File: src/hdl/escaped_packet_receiver_core_assert.svh
// Assertion macros used by the receiver's controller.
// Each macro expects clk_i and rst_ni to be visible where it is used.
`ifndef ESCAPED_PACKET_RECEIVER_CORE_ASSERT_SVH
`define ESCAPED_PACKET_RECEIVER_CORE_ASSERT_SVH

// Same-cycle implication.
`define EPR_ASSERT_IMPL(label, ante, cons) \
  label: assert property (@(posedge clk_i) disable iff (!rst_ni) (ante) |-> (cons)) \
    else $error("receiver property violated");

// Next-cycle implication.
`define EPR_ASSERT_NEXT(label, ante, cons) \
  label: assert property (@(posedge clk_i) disable iff (!rst_ni) (ante) |=> (cons)) \
    else $error("receiver property violated");

`endif

File: src/hdl/epr_pkg.sv
package epr_pkg;

  typedef struct packed {
    logic [7:0] rx_byte;
    logic       framing_error;
    logic       overrun_error;
  } epr_in_t;

  typedef struct packed {
    logic [1:0] event_kind;
    logic [7:0] payload_byte;
    logic [4:0] byte_index;
    logic [4:0] payload_length;
    logic [7:0] source_id;
    logic [7:0] port_id;
    logic       last;
    logic [7:0] received_count;
    logic [7:0] accepted_count;
    logic [7:0] mismatch_count;
  } epr_out_t;

  typedef enum logic [1:0] {
    EV_NONE     = 2'd0,
    EV_BYTE     = 2'd1,
    EV_EMPTY    = 2'd2,
    EV_MISMATCH = 2'd3
  } event_kind_e;

  typedef enum logic [1:0] {
    CFG_ESCAPE  = 2'd0,
    CFG_HEADER  = 2'd1,
    CFG_END     = 2'd2,
    CFG_ADDRESS = 2'd3
  } cfg_index_e;

  localparam logic [7:0] ESCAPE_RESET  = 8'd126;
  localparam logic [7:0] HEADER_RESET  = 8'd129;
  localparam logic [7:0] END_RESET     = 8'd130;
  localparam logic [7:0] ADDRESS_RESET = 8'd48;

  // Commands from the controller to the datapath.
  typedef struct packed {
    logic        load_in;
    logic        chk_load_inv;
    logic        chk_xor;
    logic        load_src;
    logic        load_port;
    logic        store_byte;
    logic        fill_dec;
    logic        inc_received;
    logic        inc_accepted;
    logic        inc_mismatch;
    logic        rd_clear;
    logic        rd_en;
    logic        rd_next;
    logic        out_load;
    event_kind_e out_kind;
  } epr_cmd_t;

  // Status from the datapath to the controller.
  typedef struct packed {
    logic err;
    logic is_escape;
    logic is_header;
    logic is_end;
    logic is_addr;
    logic chk_zero;
    logic fill_full;
    logic fill_gt1;
    logic rd_last;
  } epr_stat_t;

endpackage

File: src/hdl/epr_datapath.sv
module epr_datapath
  import epr_pkg::*;
#(
  parameter int unsigned MAX_PAYLOAD = 32
) (
  input  logic       clk_i,
  input  logic       rst_ni,
  input  epr_in_t    in_data_i,
  input  logic       cfg_we_i,
  input  logic [1:0] cfg_index_i,
  input  logic [7:0] cfg_data_i,
  input  epr_cmd_t   cmd_i,
  output epr_stat_t  stat_o,
  output epr_out_t   out_data_o
);

  localparam int unsigned IW = (MAX_PAYLOAD > 1) ? $clog2(MAX_PAYLOAD) : 1;
  localparam int unsigned FW = $clog2(MAX_PAYLOAD + 1);

  epr_in_t        in_q;
  logic [7:0]     esc_q, hdr_q, end_q, addr_q;
  logic [7:0]     chk_q, chk_d;
  logic [FW-1:0]  fill_q, fill_d;
  logic [7:0]     src_q, src_d, port_q, port_d;
  logic [7:0]     rcv_q, rcv_d, acc_q, acc_d, mis_q, mis_d;
  logic           wrap;
  logic [IW-1:0]  rd_idx_q, rd_idx_d;
  logic [7:0]     rd_data_q;
  logic [7:0]     mem_q [MAX_PAYLOAD];
  epr_out_t       out_q;

  always_ff @(posedge clk_i) begin
    if (cmd_i.load_in) begin
      in_q <= in_data_i;
    end
  end

  always_ff @(posedge clk_i or negedge rst_ni) begin
    if (!rst_ni) begin
      esc_q  <= ESCAPE_RESET;
      hdr_q  <= HEADER_RESET;
      end_q  <= END_RESET;
      addr_q <= ADDRESS_RESET;
    end else if (cfg_we_i) begin
      unique case (cfg_index_i)
        CFG_ESCAPE:  esc_q  <= cfg_data_i;
        CFG_HEADER:  hdr_q  <= cfg_data_i;
        CFG_END:     end_q  <= cfg_data_i;
        CFG_ADDRESS: addr_q <= cfg_data_i;
      endcase
    end
  end

  always_comb begin
    chk_d = chk_q;
    if (cmd_i.chk_load_inv) begin
      chk_d = ~in_q.rx_byte;
    end else if (cmd_i.chk_xor) begin
      chk_d = chk_q ^ in_q.rx_byte;
    end

    fill_d = fill_q;
    if (cmd_i.load_src) begin
      fill_d = '0;
    end else if (cmd_i.store_byte) begin
      fill_d = fill_q + FW'(1);
    end else if (cmd_i.fill_dec && (fill_q != '0)) begin
      fill_d = fill_q - FW'(1);
    end

    src_d  = cmd_i.load_src  ? in_q.rx_byte : src_q;
    port_d = cmd_i.load_port ? in_q.rx_byte : port_q;

    // Any counter that wraps to zero clears all three.
    wrap  = 1'b0;
    rcv_d = rcv_q;
    acc_d = acc_q;
    mis_d = mis_q;
    if (cmd_i.inc_received) begin
      rcv_d = rcv_q + 8'd1;
      wrap  = (rcv_d == 8'd0);
    end
    if (cmd_i.inc_accepted) begin
      acc_d = acc_q + 8'd1;
      wrap  = (acc_d == 8'd0);
    end
    if (cmd_i.inc_mismatch) begin
      mis_d = mis_q + 8'd1;
      wrap  = (mis_d == 8'd0);
    end
    if (wrap) begin
      rcv_d = '0;
      acc_d = '0;
      mis_d = '0;
    end

    rd_idx_d = rd_idx_q;
    if (cmd_i.rd_clear) begin
      rd_idx_d = '0;
    end else if (cmd_i.rd_next) begin
      rd_idx_d = rd_idx_q + IW'(1);
    end
  end

  always_ff @(posedge clk_i or negedge rst_ni) begin
    if (!rst_ni) begin
      chk_q    <= '0;
      fill_q   <= '0;
      src_q    <= '0;
      port_q   <= '0;
      rcv_q    <= '0;
      acc_q    <= '0;
      mis_q    <= '0;
      rd_idx_q <= '0;
    end else begin
      chk_q    <= chk_d;
      fill_q   <= fill_d;
      src_q    <= src_d;
      port_q   <= port_d;
      rcv_q    <= rcv_d;
      acc_q    <= acc_d;
      mis_q    <= mis_d;
      rd_idx_q <= rd_idx_d;
    end
  end

  // Payload store: one write port, one registered read port.
  always_ff @(posedge clk_i) begin
    if (cmd_i.store_byte) begin
      mem_q[fill_q[IW-1:0]] <= in_q.rx_byte;
    end
  end

  always_ff @(posedge clk_i) begin
    if (cmd_i.rd_en) begin
      rd_data_q <= mem_q[rd_idx_q];
    end
  end

  always_comb begin
    stat_o.err       = in_q.framing_error | in_q.overrun_error;
    stat_o.is_escape = (in_q.rx_byte == esc_q);
    stat_o.is_header = (in_q.rx_byte == hdr_q);
    stat_o.is_end    = (in_q.rx_byte == end_q);
    stat_o.is_addr   = (in_q.rx_byte == addr_q);
    stat_o.chk_zero  = (chk_q == 8'd0);
    stat_o.fill_full = (fill_q >= FW'(MAX_PAYLOAD));
    stat_o.fill_gt1  = (fill_q > FW'(1));
    stat_o.rd_last   = ((FW'(rd_idx_q) + FW'(1)) == fill_q);
  end

  // Result beat; counters and ids always show the values after this item's update.
  always_ff @(posedge clk_i) begin
    if (cmd_i.out_load) begin
      out_q.event_kind     <= cmd_i.out_kind;
      out_q.source_id      <= src_d;
      out_q.port_id        <= port_d;
      out_q.received_count <= rcv_d;
      out_q.accepted_count <= acc_d;
      out_q.mismatch_count <= mis_d;
      if (cmd_i.out_kind == EV_BYTE) begin
        out_q.payload_byte   <= rd_data_q;
        out_q.byte_index     <= 5'(rd_idx_q);
        out_q.payload_length <= 5'(fill_q);
        out_q.last           <= stat_o.rd_last;
      end else begin
        out_q.payload_byte   <= '0;
        out_q.byte_index     <= '0;
        out_q.payload_length <= '0;
        out_q.last           <= 1'b1;
      end
    end
  end

  assign out_data_o = out_q;

endmodule

File: src/hdl/epr_controller.sv
`include "escaped_packet_receiver_core_assert.svh"

module epr_controller
  import epr_pkg::*;
(
  input  logic      clk_i,
  input  logic      rst_ni,
  input  logic      in_valid_i,
  output logic      in_ready_o,
  output logic      out_valid_o,
  input  logic      out_ready_i,
  input  epr_stat_t stat_i,
  output epr_cmd_t  cmd_o
);

  typedef enum logic [7:0] {
    PH_HUNT = 8'b0000_0001,
    PH_ESC  = 8'b0000_0010,
    PH_CHK  = 8'b0000_0100,
    PH_DEST = 8'b0000_1000,
    PH_SRC  = 8'b0001_0000,
    PH_PORT = 8'b0010_0000,
    PH_DATA = 8'b0100_0000,
    PH_DESC = 8'b1000_0000
  } rx_phase_e;

  typedef enum logic [3:0] {
    SEQ_IDLE = 4'b0001,
    SEQ_STEP = 4'b0010,
    SEQ_READ = 4'b0100,
    SEQ_SEND = 4'b1000
  } seq_state_e;

  rx_phase_e   phase_q, phase_d;
  seq_state_e  seq_q, seq_d;
  logic        out_valid_q, out_valid_d;
  logic        slot_free;
  event_kind_e step_kind;

  assign slot_free  = !out_valid_q || out_ready_i;
  assign in_ready_o = (seq_q == SEQ_IDLE);

  always_comb begin
    cmd_o          = '0;
    cmd_o.out_kind = EV_NONE;
    phase_d        = phase_q;
    seq_d          = seq_q;
    step_kind      = EV_NONE;

    unique case (seq_q)
      SEQ_IDLE: begin
        if (in_valid_i) begin
          cmd_o.load_in = 1'b1;
          seq_d         = SEQ_STEP;
        end
      end
      SEQ_STEP: begin
        if (slot_free) begin
          if (stat_i.err) begin
            phase_d = PH_HUNT;
          end else begin
            unique case (phase_q)
              PH_HUNT: begin
                if (stat_i.is_escape) phase_d = PH_ESC;
              end
              PH_ESC: begin
                if (stat_i.is_header) begin
                  phase_d            = PH_CHK;
                  cmd_o.inc_received = 1'b1;
                end else begin
                  phase_d = PH_HUNT;
                end
              end
              PH_CHK: begin
                if (stat_i.is_escape) begin
                  phase_d = PH_ESC;
                end else begin
                  cmd_o.chk_load_inv = 1'b1;
                  phase_d            = PH_DEST;
                end
              end
              PH_DEST: begin
                // The address match wins over an escape of the same value.
                priority if (stat_i.is_addr) begin
                  cmd_o.chk_xor = 1'b1;
                  phase_d       = PH_SRC;
                end else if (stat_i.is_escape) begin
                  phase_d = PH_ESC;
                end else begin
                  phase_d = PH_HUNT;
                end
              end
              PH_SRC: begin
                if (stat_i.is_escape) begin
                  phase_d = PH_ESC;
                end else begin
                  cmd_o.chk_xor  = 1'b1;
                  cmd_o.load_src = 1'b1;
                  phase_d        = PH_PORT;
                end
              end
              PH_PORT: begin
                if (stat_i.is_escape) begin
                  phase_d = PH_ESC;
                end else begin
                  cmd_o.chk_xor   = 1'b1;
                  cmd_o.load_port = 1'b1;
                  phase_d         = PH_DATA;
                end
              end
              PH_DATA: begin
                if (stat_i.fill_full) begin
                  phase_d = PH_HUNT;
                end else begin
                  // Escapes are stored once but enter the checksum with their twin.
                  cmd_o.store_byte = 1'b1;
                  if (stat_i.is_escape) begin
                    phase_d = PH_DESC;
                  end else begin
                    cmd_o.chk_xor = 1'b1;
                  end
                end
              end
              PH_DESC: begin
                priority if (stat_i.is_escape) begin
                  cmd_o.chk_xor = 1'b1;
                  phase_d       = PH_DATA;
                end else if (stat_i.is_end) begin
                  phase_d = PH_HUNT;
                  if (stat_i.chk_zero) begin
                    // Drop the stored trailing escape.
                    cmd_o.fill_dec     = 1'b1;
                    cmd_o.inc_accepted = 1'b1;
                    step_kind          = stat_i.fill_gt1 ? EV_BYTE : EV_EMPTY;
                  end else begin
                    cmd_o.inc_mismatch = 1'b1;
                    step_kind          = EV_MISMATCH;
                  end
                end else begin
                  phase_d = PH_HUNT;
                end
              end
              default: phase_d = PH_HUNT;
            endcase
          end

          if (step_kind == EV_BYTE) begin
            cmd_o.rd_clear = 1'b1;
            seq_d          = SEQ_READ;
          end else begin
            cmd_o.out_load = 1'b1;
            cmd_o.out_kind = step_kind;
            seq_d          = SEQ_IDLE;
          end
        end
      end
      SEQ_READ: begin
        cmd_o.rd_en = 1'b1;
        seq_d       = SEQ_SEND;
      end
      SEQ_SEND: begin
        if (slot_free) begin
          cmd_o.out_load = 1'b1;
          cmd_o.out_kind = EV_BYTE;
          cmd_o.rd_next  = 1'b1;
          seq_d          = stat_i.rd_last ? SEQ_IDLE : SEQ_READ;
        end
      end
      default: seq_d = SEQ_IDLE;
    endcase
  end

  assign out_valid_d = cmd_o.out_load || (out_valid_q && !out_ready_i);
  assign out_valid_o = out_valid_q;

  always_ff @(posedge clk_i or negedge rst_ni) begin
    if (!rst_ni) begin
      phase_q     <= PH_HUNT;
      seq_q       <= SEQ_IDLE;
      out_valid_q <= 1'b0;
    end else begin
      phase_q     <= phase_d;
      seq_q       <= seq_d;
      out_valid_q <= out_valid_d;
    end
  end

  `EPR_ASSERT_IMPL(a_no_beat_overwrite, cmd_o.out_load, !out_valid_q || out_ready_i)
  `EPR_ASSERT_IMPL(a_store_not_full, cmd_o.store_byte, !stat_i.fill_full)
  `EPR_ASSERT_NEXT(a_accept_starts_step, in_valid_i && in_ready_o, seq_q == SEQ_STEP)
  `EPR_ASSERT_NEXT(a_last_beat_ends_burst, (seq_q == SEQ_SEND) && cmd_o.out_load && stat_i.rd_last, seq_q == SEQ_IDLE)

endmodule

File: src/hdl/escaped_packet_receiver_core.sv
// An input byte is registered in the accept cycle; then the deframer is updated and the result
// beat loaded into the output register, when that register is free.
// An accepted packet of n payload bytes gives n beats, paced by the payload memory's registered
// read port and by output stalls; a new byte is taken after the last beat loads.
// Reset is asynchronous, active low: it returns to hunting and clears the checksum, fill,
// source, port and counters, and restores the code registers; the payload memory is not cleared.
module escaped_packet_receiver_core
  import epr_pkg::*;
#(
  parameter int unsigned MAX_PAYLOAD = 32
) (
  input  logic       clk_i,
  input  logic       rst_ni,
  input  logic       in_valid_i,
  output logic       in_ready_o,
  input  epr_in_t    in_data_i,
  output logic       out_valid_o,
  input  logic       out_ready_i,
  output epr_out_t   out_data_o,
  input  logic       cfg_we_i,
  input  logic [1:0] cfg_index_i,
  input  logic [7:0] cfg_data_i
);

  epr_cmd_t  cmd;
  epr_stat_t stat;

  epr_controller u_ctrl (
    .clk_i       (clk_i),
    .rst_ni      (rst_ni),
    .in_valid_i  (in_valid_i),
    .in_ready_o  (in_ready_o),
    .out_valid_o (out_valid_o),
    .out_ready_i (out_ready_i),
    .stat_i      (stat),
    .cmd_o       (cmd)
  );

  epr_datapath #(
    .MAX_PAYLOAD (MAX_PAYLOAD)
  ) u_dp (
    .clk_i       (clk_i),
    .rst_ni      (rst_ni),
    .in_data_i   (in_data_i),
    .cfg_we_i    (cfg_we_i),
    .cfg_index_i (cfg_index_i),
    .cfg_data_i  (cfg_data_i),
    .cmd_i       (cmd),
    .stat_o      (stat),
    .out_data_o  (out_data_o)
  );

endmodule

File: config.mk
export PLATFORM = sky130hd
export DESIGN_NAME = escaped_packet_receiver_core
export DESIGN_NICKNAME = d
export VERILOG_FILES = /design/src/hdl/epr_pkg.sv /design/src/hdl/epr_datapath.sv /design/src/hdl/epr_controller.sv /design/src/hdl/escaped_packet_receiver_core.sv
export VERILOG_INCLUDE_DIRS = /design/src /design/src/hdl
export SDC_FILE = /design/constraint.sdc
export NUM_CORES = 1
export LEC_CHECK = 0
export ABC_CLOCK_PERIOD_IN_PS = 4750
export BUFFER_PORTS_ARGS = -buffer_cell sky130_fd_sc_hd__buf_2
export CORE_ASPECT_RATIO = 1.1
export CORE_UTILIZATION = 60
export DETAILED_ROUTE_END_ITERATION = 10
export PLACE_DENSITY = 0.78
export SKIP_CTS_REPAIR_TIMING = 1
export SYNTH_ARGS = -nofsm -noshare
export SYNTH_HDL_FRONTEND = slang
export SYNTH_HIERARCHICAL = 1
export SYNTH_SLANG_ARGS = --single-unit
export TNS_END_PERCENT = 100
File: constraint.sdc
create_clock -name clk_i -period 4.75 [get_ports clk_i]
set_clock_uncertainty 0.15 [all_clocks]
set_input_delay 0.2375 -clock clk_i [delete_from_list [all_inputs] [get_ports clk_i]]
set_output_delay 0.2375 -clock clk_i [all_outputs]
set_load 0.03 [all_outputs]
==> impl_metrics.json, run 1 <==
{
  "grt.overflow.total": 0,
  "p_leak_nw": 7.31,
  "drt_iter0_markers": 955,
  "final_area_mm2": 0.0206,
  "finalHoldViolCount": 2,
  "grt_pass1_wl_um": 57100,
  "io_pins": 88,
  "critPathSlowestCell": "dfrtp_1",
  "cp.depth": 10,
  "num_antenna_cells": 0,
  "hp-class": "input pin to register",
  "clock.fmax_ghz": 0.275,
  "path_buf_inv": 2,
  "crit_top_cell": "buf_4",
  "synth_nets": 1130,
  "clkSlewWorstSetupHoldPaths_ns": 0.06,
  "rsz0062_at_grt": "false",
  "worstReg2RegEnd": "u_dp/out_data_o[23]",
  "synth_seq_cells": 439,
  "tns_ns": 0,
  "die-height_um": 185,
  "antenna_found_initial": 0,
  "core_area_mm2": 0.0297,
  "critPathKind": "register to register",
  "worstSkewPairLatency_ns": 0.53,
  "numCtsBuffers": 43,
  "yosysWarnings": 6,
  "holdPathStages": 4,
  "ff2ff_setup_slack_ns": 1.11,
  "track_usage_pct": 24.6,
  "fin_crit_sh_pct": 76.6,
  "endpoint_kind": "register",
  "initial_core_util_pct": 61.5,
  "finalSetupViolCount": 0,
  "slew_headroom_pct": 19.8,
  "peakVddDrop_mv": 0.339,
  "syn_to_final_growth_pct": 12.7,
  "htree_levels": 2,
  "finalMaxSlewViolations": 0,
  "r2r_start": "u_ctrl/seq_q[1]",
  "finalCriticalPeriod_ns": 3.64,
  "vias": 10000,
  "max_stage_delay_ns": 0.53,
  "route.detailed.drc": 0,
  "layout-drive-gt1-share_pct": 27.6,
  "cts_root_buf": "clkbuf_16",
  "antenna_left": 0,
  "dpl_cell_area_mm2": 0.0191,
  "min_from": "out_ready_i",
  "cts_buffer_depth": 3,
  "avgSynthCellArea_um2": 16.7,
  "nFillCells": 1887,
  "gp_congestion": 0.888,
  "synthCells": 1094,
  "die-area_mm2": 0.0312,
  "final_nets": 1241,
  "final_cell_mix": "edfxtp_1, nor2_1, dfrtp_1",
  "cp.required_ns": 4.88,
  "holdWs_ns": -0.0293,
  "cp.arrival_ns": 3.76,
  "grt_pass1_vias": 9762,
  "hpwl_um": 23300,
  "crit_fanout": 13,
  "whs_endpoint": "u_ctrl/seq_q[3]",
  "die_w_um": 168,
  "tritoncts": "built",
  "worst_slew_pin_slew_ns": 1.20,
  "postSynth.asyncResetShare_pct": 23.7,
  "drv_cap": 0,
  "largest_reg_flops": 256,
  "synth_flop_cell": "edfxtp_1",
  "path_delay_family": "simple AND/OR/NAND/NOR gates",
  "r2r_cells": 10,
  "numClockSinks": 439,
  "wl_per_cell_um": 23.1,
  "synth_edf_count": 335,
  "total_power_w": 0.00868,
  "synth_area_mm2": 0.0183,
  "first_pass_iters": 5,
  "ys_seq_area_share_pct": 69.4,
  "cp_cell_sequence": "or4b_4 -> or3_4 -> nor4_1 -> buf_4 -> nand2_1 -> nor4b_1 -> a31oi_1 -> a22oi_1 -> buf_4 -> nor2_1",
  "outcome": "complete, but fails checks",
  "cellPowerDensity_mw_per_mm2": 421,
  "grt_max_degree": 59,
  "startpoint_type": "register",
  "viasPerCell": 6.23,
  "yosysUniqueCellTypes": 66,
  "routed_wl_um": 37100,
  "std_cell_rows": 66,
  "port_buffers": 87,
  "violations": "negative hold slack",
  "final_common_cell": "edfxtp_1"
}
layout make-up:
cell class | instances | area [um2] | share of cell area (%)
well taps | 374 | 468 | 2.27
clock inverters | 22 | 133 | 0.643
flip-flops and latches | 439 | 12700 | 61.5
repair buffers | 130 | 833 | 4.04
clock buffers | 55 | 1190 | 5.79
inverters | 9 | 33.8 | 0.164
multi-input cells | 582 | 5270 | 25.6
metrics by stage:
stage	cells	setup WS (ns)	util, %	hold slack (ns)
floorplan	1094	0.809	-	-0.208
global placement	1515	1.26	64.2	0.135
detailed placement	1515	1.15	64.2	0.148
CTS	1592	1.13	68.7	-0.410
global route	1611	0.938	69.3	0.0124
finish	1611	1.11	69.3	-0.0293
cell usage after synthesis (5+ instances only):
library cell  number  area, um2
edfxtp_1         335      10100
nor2_1            91        342
dfrtp_1           90       2250
mux4_2            80       1800
mux2_2            56        631
xnor2_1           52        455
clkbuf_1          37        139
nand2_1           37        139
nand3_1           26        130
and2_1            21        131
nand4_1           21        131
a21oi_1           19       95.1
xor2_1            18        158
dfstp_2           14        368
buf_2             13       65.1
nor3_1            13       65.1
o21ai_0           13       65.1
a211oi_1          12       90.1
ha_1              11        138
a21o_1            10       75.1
inv_1              9       33.8
nand3b_1           8       60.1
nor4_1             8       50.1
nor2b_1            7       43.8
buf_1              6       22.5
mux2i_1            6       60.1
nand2b_1           6       37.5
and3_1             5       31.3
logic make-up (layout without fill, tap and decap cells):
group / count (synthesis) / count (layout) / synth area share [%]
compound gates: 91 / 91 / 3.42
xor+xnor: 70 / 70 / 3.35
buf+inv: 73 / 216 / 1.88
flops: 439 / 439 / 69.4
simple gates: 268 / 268 / 7.62
mux: 142 / 142 / 13.6
fa+ha+maj: 11 / 11 / 0.753
where the power goes:
group | internal, W | switching [W] | total (W)
Clock | 0.00183 | 0.00136 | 0.00319
Combinational | 0.000318 | 0.000578 | 0.000896
Sequential | 0.00445 | 0.000153 | 0.00460
worst register-to-register path, stage by stage, from the launching register on:
cell and delay (ns):
dfrtp_1 0.53, or4b_4 0.52, or3_4 0.37, nor4_1 0.26, buf_4 0.20, nand2_1 0.10, nor4b_1 0.43, a31oi_1 0.28
a22oi_1 0.22, buf_4 0.23, nor2_1 0.09
how the worst max path moves through the flow:
stage                                from                  end  slack [ns]
after floorplan              u_dp/in_q[2]  u_dp/out_data_o[16]        0.81
after global placement    u_ctrl/seq_q[1]   u_dp/out_data_o[2]        1.26
after detailed placement  u_ctrl/seq_q[1]  u_dp/out_data_o[20]        1.15
after CTS                 u_ctrl/seq_q[1]  u_dp/out_data_o[23]        1.13
after global routing      u_ctrl/seq_q[1]  u_dp/out_data_o[20]        0.94
final                     u_ctrl/seq_q[1]  u_dp/out_data_o[23]        1.11
layer usage:
metal | vias to the layer above | track usage (%) | wire length [um]
li1 | 4438 | - | -
met1 | 5132 | 35.7 | 15800
met3 | 62 | 4.04 | 2610
met4 | 0 | 7.35 | 867
met5 | - | 0 | 0
met2 | 412 | 39.0 | 17800
No activity file was read; power rests on OpenSTA's default activity.
==> run 2, diff against run 1 <==
- ABC_CLOCK_PERIOD_IN_PS: 4750 -> 3000
- CORE_UTILIZATION: 60 -> 55
- PLACE_DENSITY: 0.78 -> 0.75
- clock period: 4.75 -> 3 ns (I/O delays scaled with it)
==> run 2 against run 1 <==
  * The run ends with negative hold slack, negative setup slack left
  * Sequential share of layout area is 3.8 points lower
  * Final cell count increased by 8.5%
  * Non-clock buffer count grew 83
  * Largest cell class unchanged
==> impl_metrics.json, run 2 (synthesis gave the netlist of run 1 again) <==
{
  "syn_to_final_growth_pct": 20.1,
  "track_usage_pct": 23.7,
  "min_from": "out_ready_i",
  "finalNonFillerCells": 1748,
  "routed_wl_um": 39500,
  "total_power_w": 0.0140,
  "clkPwrFrac_pct": 36.2,
  "r2r_start": "u_ctrl/seq_q[3]",
  "grt_pass1_wl_um": 60600,
  "comb_power_share_pct": 12.1,
  "drt_iter0_markers": 785,
  "final_common_cell": "edfxtp_1",
  "clkSlewWorstSetupHoldPaths_ns": 0.06,
  "power_frac_seq_pct": 51.6,
  "drv_cap": 0,
  "power_switching_w": 0.00348,
  "tns_ns": -0.0811,
  "holdWs_ns": -0.0281,
  "p_sw_share_pct": 24.8,
  "dp.cells": 1641,
  "nFillCells": 2102,
  "finalSetupViolCount": 22,
  "worst_slew_pin_slew_ns": 0.953,
  "startpoint_type": "register",
  "finish.utilization_pct": 67.5,
  "vias": 10300,
  "critPathKind": "register to register",
  "seq_area_mm2": 0.0127,
  "finalHoldViolCount": 1,
  "endpoint_kind": "register",
  "final_nets": 1325,
  "initial_core_util_pct": 56.2,
  "cp.arrival_ns": 3.13,
  "multi_input_area_mm2": 0.00557,
  "core_area_mm2": 0.0325,
  "numCtsBuffers": 44,
  "numClockSinks": 439,
  "cts_buffer_depth": 3,
  "cts_root_buf": "clkbuf_16",
  "hp-class": "input pin to register",
  "route.detailed.drc": 0,
  "fin_crit_sh_pct": 100,
  "outcome": "complete, but fails checks",
  "num_antenna_cells": 0,
  "holdPathStages": 5,
  "std_cell_rows": 69,
  "setup_ws_ns": -0.00804,
  "ff2ff_setup_slack_ns": -0.008,
  "first_pass_iters": 4,
  "p_int_w": 0.0105,
  "antenna_left": 0,
  "layout-drive-gt1-share_pct": 36.2,
  "finalCriticalPeriod_ns": 3.01,
  "final_cell_mix": "edfxtp_1, dfrtp_1, buf_2",
  "antenna_found_initial": 1,
  "grt_max_degree": 56,
  "die-area_mm2": 0.0340,
  "largest_reg_flops": 256,
  "gp_congestion": 0.909,
  "r2r_cells": 8,
  "finalMaxSlewViolations": 0,
  "port_buffers": 87,
  "wl_per_cell_um": 22.6,
  "peakVddDrop_mv": 0.433,
  "slew_headroom_pct": 35.9,
  "whs_endpoint": "u_ctrl/seq_q[3]",
  "p_leak_nw": 7.83,
  "clock.fmax_ghz": 0.332,
  "hpwl_um": 25700,
  "die_w_um": 176,
  "rsz0062_at_grt": "true",
  "io_pins": 88,
  "htree_levels": 2,
  "cellPowerDensity_mw_per_mm2": 638,
  "worstSkewPairLatency_ns": 0.56,
  "tritoncts": "built",
  "grt_pass1_vias": 10400,
  "violations": "negative hold slack, negative setup slack",
  "crit_fanout": 12,
  "die-height_um": 193,
  "grt.overflow.total": 0,
  "viasPerCell": 5.86,
  "cp.required_ns": 3.13,
  "worstReg2RegEnd": "u_dp/mem_q[30][2]",
  "dp_slack_ns": -0.0619
}
run 2: worst max path at each step:
stage / slack (ns) / to / start / cells after the start
4_1_cts: -0.13 / u_dp/out_data_o[2] / u_ctrl/seq_q[3] / 11
5_1_grt: -0.08 / u_dp/mem_q[10][3] / u_ctrl/seq_q[3] / 8
2_1_floorplan: -0.29 / u_dp/out_data_o[16] / u_dp/in_q[5] / 12
3_5_place_dp: -0.06 / u_dp/out_data_o[2] / u_ctrl/phase_q[1] / 10
3_3_place_gp: -0.05 / u_dp/out_data_o[5] / u_dp/in_q[7] / 11
6_report: -0.008 / u_dp/mem_q[30][2] / u_ctrl/seq_q[3] / 8
run 2: final cells by class:
class                           instances  share of cell area (%)
Inverter                                9                   0.154
Sequential cell                       439                    57.8
Timing Repair Buffer                  213                    8.26
Tap cell                              426                    2.43
Clock inverter                         19                   0.661
Clock buffer                           60                    5.38
Multi-Input combinational cell        582                    25.3
run 2: metal layers:
layer | routed length [um] | part of all wire, % | track usage [%] | up-vias
li1 | - | - | - | 4624
met1 | 16500 | 42 | 32.3 | 5238
met2 | 19800 | 50 | 39.0 | 328
met3 | 2450 | 6.2 | 5.09 | 59
met4 | 681 | 1.7 | 5.93 | 2
met5 | 13 | 0.033 | 0 | -
run 2: power by group through the flow:
stage	registers (W)	logic (W)	clock network (W)
after global placement	0.00735	0.00158	0
after floorplan	0.00756	0.000847	0
after global routing	0.00726	0.00183	0.00541
after detailed placement	0.00736	0.00161	0
final	0.00723	0.00170	0.00508
after CTS	0.00723	0.00164	0.00516
run 2: critical path, stage by stage (launching register included):
cell and delay (ns):
dfrtp_1 0.42, or4b_4 0.54, or3_4 0.36, buf_4 0.16
nor3_1 0.16, buf_4 0.21, nand2_2 0.30, nor2_2 0.27
buf_12 0.15
run 2: stage by stage:
stage,hold WS (ns),area [um2]
CTS,-0.465,21600
global placement,0.0957,20300
global route,0.0357,22000
detailed placement,0.103,20300
finish,-0.0281,22000
floorplan,-0.296,18600
